## src/rtl/smsi_pkg.sv

```systemverilog
// Shared sizes, payload structs and buffer port types of the merge sort unit.
// Depends on nothing; imported by the buffer, the top level and the checker.
`default_nettype none

package smsi_pkg;

   localparam int MAX_ITEMS = 64;
   localparam int KEY_BITS  = 32;
   localparam int ID_BITS   = 16;

   // Count holds 0..MAX_ITEMS, address 0..MAX_ITEMS-1, pointer sums reach 3*MAX_ITEMS
   localparam int CNT_W  = $clog2(MAX_ITEMS + 1);
   localparam int ADDR_W = $clog2(MAX_ITEMS);
   localparam int PTR_W  = CNT_W + 2;

   // Register file
   localparam int CSR_IDX_W  = 1;
   localparam int CSR_DATA_W = 1;
   localparam logic [CSR_IDX_W-1:0] CSR_DESCENDING     = CSR_IDX_W'(0);
   localparam logic [CSR_IDX_W-1:0] CSR_USE_POSITION   = CSR_IDX_W'(1);

   typedef struct packed {
      logic signed [KEY_BITS-1:0] sort_key;
      logic [ID_BITS-1:0]         item_id;
      logic                       last_item;
   } req_payload_type;

   typedef struct packed {
      logic [ID_BITS-1:0]         sorted_id;
      logic signed [KEY_BITS-1:0] sorted_key;
      logic                       last_out;
      logic                       overflow;
   } rsp_payload_type;

   // One stored item
   typedef struct packed {
      logic signed [KEY_BITS-1:0] key;
      logic [ID_BITS-1:0]         id;
   } entry_type;

   typedef struct packed {
      logic              en;
      logic [ADDR_W-1:0] addr;
      entry_type         data;
   } buf_wr_type;

   typedef struct packed {
      logic              en;
      logic [ADDR_W-1:0] addr0;
      logic [ADDR_W-1:0] addr1;
   } buf_rd_type;

endpackage

`default_nettype wire

```

## src/rtl/smsi_buffer.sv

```systemverilog
// One ping-pong buffer: MAX_ITEMS entries, one write port, two registered reads.
// Depends on smsi_pkg for entry and port types.
`default_nettype none

module smsi_buffer
   import smsi_pkg::*;
(
   input  wire logic       clock,
   input  wire buf_wr_type wr,
   input  wire buf_rd_type rd,
   output entry_type       rd_data0,
   output entry_type       rd_data1
);

   entry_type mem [MAX_ITEMS];
   entry_type rd_data0_ff;
   entry_type rd_data1_ff;

   // Write one entry
   always_ff @(posedge clock) begin
      if (wr.en) begin
         mem[wr.addr] <= wr.data;
      end
   end

   // Read two entries, hold the data until the next read
   always_ff @(posedge clock) begin
      if (rd.en) begin
         rd_data0_ff <= mem[rd.addr0];
         rd_data1_ff <= mem[rd.addr1];
      end
   end

   assign rd_data0 = rd_data0_ff;
   assign rd_data1 = rd_data1_ff;

endmodule

`default_nettype wire

```

## config.mk

```make
export PLATFORM = sky130hd
export DESIGN_NAME = smsi_buffer
export DESIGN_NICKNAME = d
export VERILOG_FILES = /design/src/rtl/smsi_pkg.sv /design/src/rtl/smsi_buffer.sv
export SDC_FILE = /design/constraint.sdc
export NUM_CORES = 2
export LEC_CHECK = 0
export BUFFER_PORTS_ARGS = -buffer_cell sky130_fd_sc_hd__buf_4
export CAP_MARGIN = 10
export CORE_AREA = 2 2 536 538
export CTS_CLUSTER_SIZE = 10
export DETAILED_ROUTE_END_ITERATION = 10
export DIE_AREA = 0 0 538 540
export PLACE_DENSITY = 0.67
export SLEW_MARGIN = 20
export SYNTH_ARGS = -nofsm -noshare
export SYNTH_HDL_FRONTEND = slang
export SYNTH_SLANG_ARGS = --single-unit
```

## constraint.sdc

```tcl
create_clock -name clock -period 5.7 [get_ports clock]
set_clock_uncertainty 0.15 [all_clocks]
set_input_delay 0.285 -clock clock [delete_from_list [all_inputs] [get_ports clock]]
set_output_delay 0.285 -clock clock [all_outputs]
set_load 0.01 [all_outputs]
```

; ---- Yosys cells after proc, flatten, opt, wreduce, memory -nomap -nowiden
; Memories as Yosys holds them, arrays and structs flattened. A register that Yosys moved wholly into a read port is not among the register bits.
; Index checks and enable logic that the tools add are counted.
[op_classes]
mux = 2
[op_table]
columns = operator, count
row1 = 1-bit two-way mux, 2
[word_totals]
inputBits = 69
n_memories = 1
ram_bits = 3072
output_inout_bits = 96
ff_bits = 0
[mem_list]
columns = name, words, width, read_ports, rd_clocked_by_memory_dff, write_ports, line_no
row1 = mem, 64, 48, 2, 2, 1, smsi_buffer.sv:15  ; entry_type mem [MAX_ITEMS];

; ---- Longest topological paths before layout
[depth]
ltp_word = 2
mapped_depth = 10
mapped_depth_nobuf = 5

; ---- Least setup slack after synthesis
; No wires, ideal clock.
[synth_timing]
path_kind = input to register
start = in wr[51] (netlist name)
end = mem mem[48][0] (netlist name) (enable)
cell_stages = 4
slack_ps = 980
n_path_buf = 1
required_ps = 5037
arrival_time_ps = 4057
cell_sequence = clkbuf_1 > nor2b_1 > nand4b_1 > nor3_1
[synth_lines]
columns = item, line_no
row1 = start: declaration, smsi_buffer.sv:9  ; input wire buf_wr_type wr,
row2 = end: declaration, smsi_buffer.sv:15
; No word-level cell before the write port.

==> impl_metrics.tcl <==
set metrics [dict create \
    drc 0 \
    yosysUniqueCellTypes 47 \
    port_buffers 164 \
    wl_per_cell_um 46.9 \
    antenna_found_initial 45 \
    synth_xor_xnor_area_share_pct 0 \
    crit_start "rd[10]" \
    crit_type "in2reg" \
    cts_root_buffer "clkbuf_16" \
    postSynthNetCount 6807 \
    drtPass1Iterations 6 \
    synth-simple-area-share_pct 1.66 \
    cts.htree.levels 5 \
    path_max_fanout 22 \
    core_um2 284000 \
    start_util_pct 49.9 \
    drive_gt1_share_pct 35.6 \
    cp_cell_sequence "dlygate4sd3_1, buf_4, buf_4, nand2_2, buf_4, o221ai_1, a31oi_1, a21oi_1, a221oi_1" \
    r2r_slack_ps 2880 \
    cp_num_buf_inv 4 \
    yosysSeqAreaShare_pct 67.0 \
    synth.area.mux_share_pct 24.9 \
    vias 85400 \
    synthArstFlopShare_pct 0 \
    area_delta_synth_final_pct 12.6 \
    cts_tree "built" \
    setup_viol 0 \
    maxSlewHeadroom_pct 17.5 \
    pre_cts_ws_ps 1660 \
    cpMaxStageDelayCell "a21oi_1" \
    timing.rr.start "mem[2][32]$_DFFE_PP_" \
    ios 165 \
    ant_nets 0 \
    rsz0062_at_grt "false" \
    multi_input_area_um2 44800 \
    tightest_slew_ps 1230 \
    ctsResizeCount 0 \
    clock_sinks 3168 \
    critPathTopFamily "buffers and inverters" \
    place_congestion 0.922 \
    status "complete, no violations" \
    hold_viol_final 0 \
    r2r-end "rd_data1[32]$_DFFE_PP_" \
    synthCells 6738 \
    endpoint "rd_data0[9]$_DFFE_PP_" \
    finalCritPeriodShare_pct 61.2 \
    min_path_type "in2reg" \
    dieArea_um2 291000 \
    tns_ps 0 \
    synth_edf_count 3168 \
    die_h_um 540 \
    critPathRequiredTime_ps 6100 \
    clk-insertion-delay-late_ps 890 \
    worst_ir_drop_vdd_uv 315 \
    fill_cells 20900 \
    cp-start-kind "primary input" \
    clk_pin_slew_ps 60 \
    drtIter0Drc 14900 \
    netlist_area_um2 142000 \
    rr_worst_depth 4 \
    viasPerCell 7.79 \
    syn_avg_cell_area_um2 21.1 \
    numCtsBuffers 365 \
    rows 196 \
    synth_adder_area_share_pct 0 \
    p_per_area_nw_per_um2 319 \
    min_period_ps 3490 \
    cp.depth 9 \
    grt_usage_pct 35.4 \
    register_area_um2 95100 \
    ys_seq_elements 3168 \
    synth_ff_type "edfxtp_1" \
    drv_cap 0 \
    hold_slack_ps 92.2 \
    grt_max_degree 99 \
    fp.dieW_um 538 \
    end_kind "flop" \
    hpwl_um 309000 \
    synth-compound-area-share_pct 4.59 \
    routed_wl_um 514000 \
    fmax_mhz 287 \
    cts.path.max_buffers 4 \
    gr-total-overflow 0 \
    final_nets 7173 \
    slew_viol_final 0 \
    worst_slack_ps 2210 \
    grt_pass1_wl_um 699000 \
    critPathArrivalTime_ps 3890 \
    leakage_nw 49.0 \
    ys_warn_count 0 \
    grt_pass1_vias 84700 \
    crit_path_max_incr_delay_ps 970 \
    cp_common_cell "buf_4" \
    synth_top_family_by_area "multiplexers" \
]
-- cell families (layout without fill, tap and decap cells) --
family | Yosys count | after routing
simple gates | 490 | 490
compound gates | 923 | 923
buf+inv | 553 | 986
flops | 3168 | 3168
mux | 1604 | 1604
other cells | 0 | 34
-- cells in the mapped netlist (all sizes together), types with 38 or more instances --
master / n / area, um2
a21oi: 71 / 355
a221oi: 63 / 552
a22o: 88 / 771
a22oi: 95 / 713
buf: 296 / 1650
clkbuf: 256 / 966
edfxtp: 3168 / 95100
mux2i: 56 / 561
mux4: 1535 / 34600
nand2: 113 / 424
nor2: 140 / 526
nor2b: 45 / 282
nor3: 58 / 290
nor4: 38 / 238
o21ai: 56 / 280
o221ai: 73 / 639
o22ai: 336 / 2100
-- cell usage in the layout (no fill, tap or decap), drive strengths merged, types with 26 or more instances in the layout --
cell type and instances:
a211oi 29, a21oi 71, a221oi 63, a22o 88, a22oi 95, a31oi 31
buf 492, clkbuf 402, diode 34, dlygate4sd3 59, edfxtp 3168, mux2i 56
mux4 1535, nand2 113, nand3 26, nor2 140, nor2b 45, nor3 58
nor4 38, o21ai 56, o221ai 73, o22a 29, o22ai 336
-- worst min-delay path, cell delays in order --
cell and delay (ps):
buf_4 150, nand4b_1 300, nor2_4 210
-- how the worst min path moves through the flow --
stage / startpoint / to / depth (start not counted)
detailed placement: rd_data1[28]$_DFFE_PP_ / rd_data1[28] / 1
finish: wr[53] / mem[50][46]$_DFFE_PP_ / 3
global route: rd[11] / rd_data0[32]$_DFFE_PP_ / 2
floorplan: wr[0] / mem[0][0]$_DFFE_PP_ / 0
CTS: wr[53] / mem[50][46]$_DFFE_PP_ / 3
global placement: rd_data0[17]$_DFFE_PP_ / rd_data0[17] / 1
-- metal layers --
metal  vias to the layer above  global-route usage [%]  wire (um)
li1                      30600                       -          -
met5                         -                       0        149
met2                      7863                    51.0     226000
met3                      1609                    10.9      79700
met4                        22                    21.7      38200
met1                     45300                    47.5     170000
-- cell type report --
type	instances	share of cell area, %
inverters	1	0.00235
diodes	34	0.0532
repair buffers	551	3.34
well taps	3762	2.95
clock inverters	32	0.194
flip-flops and latches	3168	59.5
multi-input cells	3017	28.0
clock buffers	402	5.88
-- power breakdown --
group / switching (W) / internal, W / total [W]
combinational: 0.00266 / 0.00164 / 0.00430
clock: 0.00891 / 0.0116 / 0.0205
sequential: 0.000210 / 0.0259 / 0.0261
total: 0.0118 / 0.0391 / 0.0509
-- stage by stage --
| step | std cells | util [%] | area, um2 | total power, W |
|---|---|---|---|---|
| 6_report | 11000 | 56.2 | 160000 | 0.0509 |
| 3_5_place_dp | 10400 | 52.5 | 149000 | 0.0308 |
| 2_1_floorplan | 6738 | - | 142000 | 0.0288 |
| 5_1_grt | 10900 | 56.2 | 160000 | 0.0519 |
| 4_1_cts | 10900 | 56.1 | 160000 | 0.0509 |
| 3_3_place_gp | 10400 | 52.5 | 149000 | 0.0307 |
-- flip-flops by register name (all words and copies together), names as in the netlist --
signal and cells:
rd_data0 48, rd_data1 48, mem 3072
-- what timing repair did --
item / CTS / global route
hold endpoints to repair: 3142 / 0
hold buffers: 59 / 0
buffers inserted: 0 / 0
(Power assumes the default switching activity.)
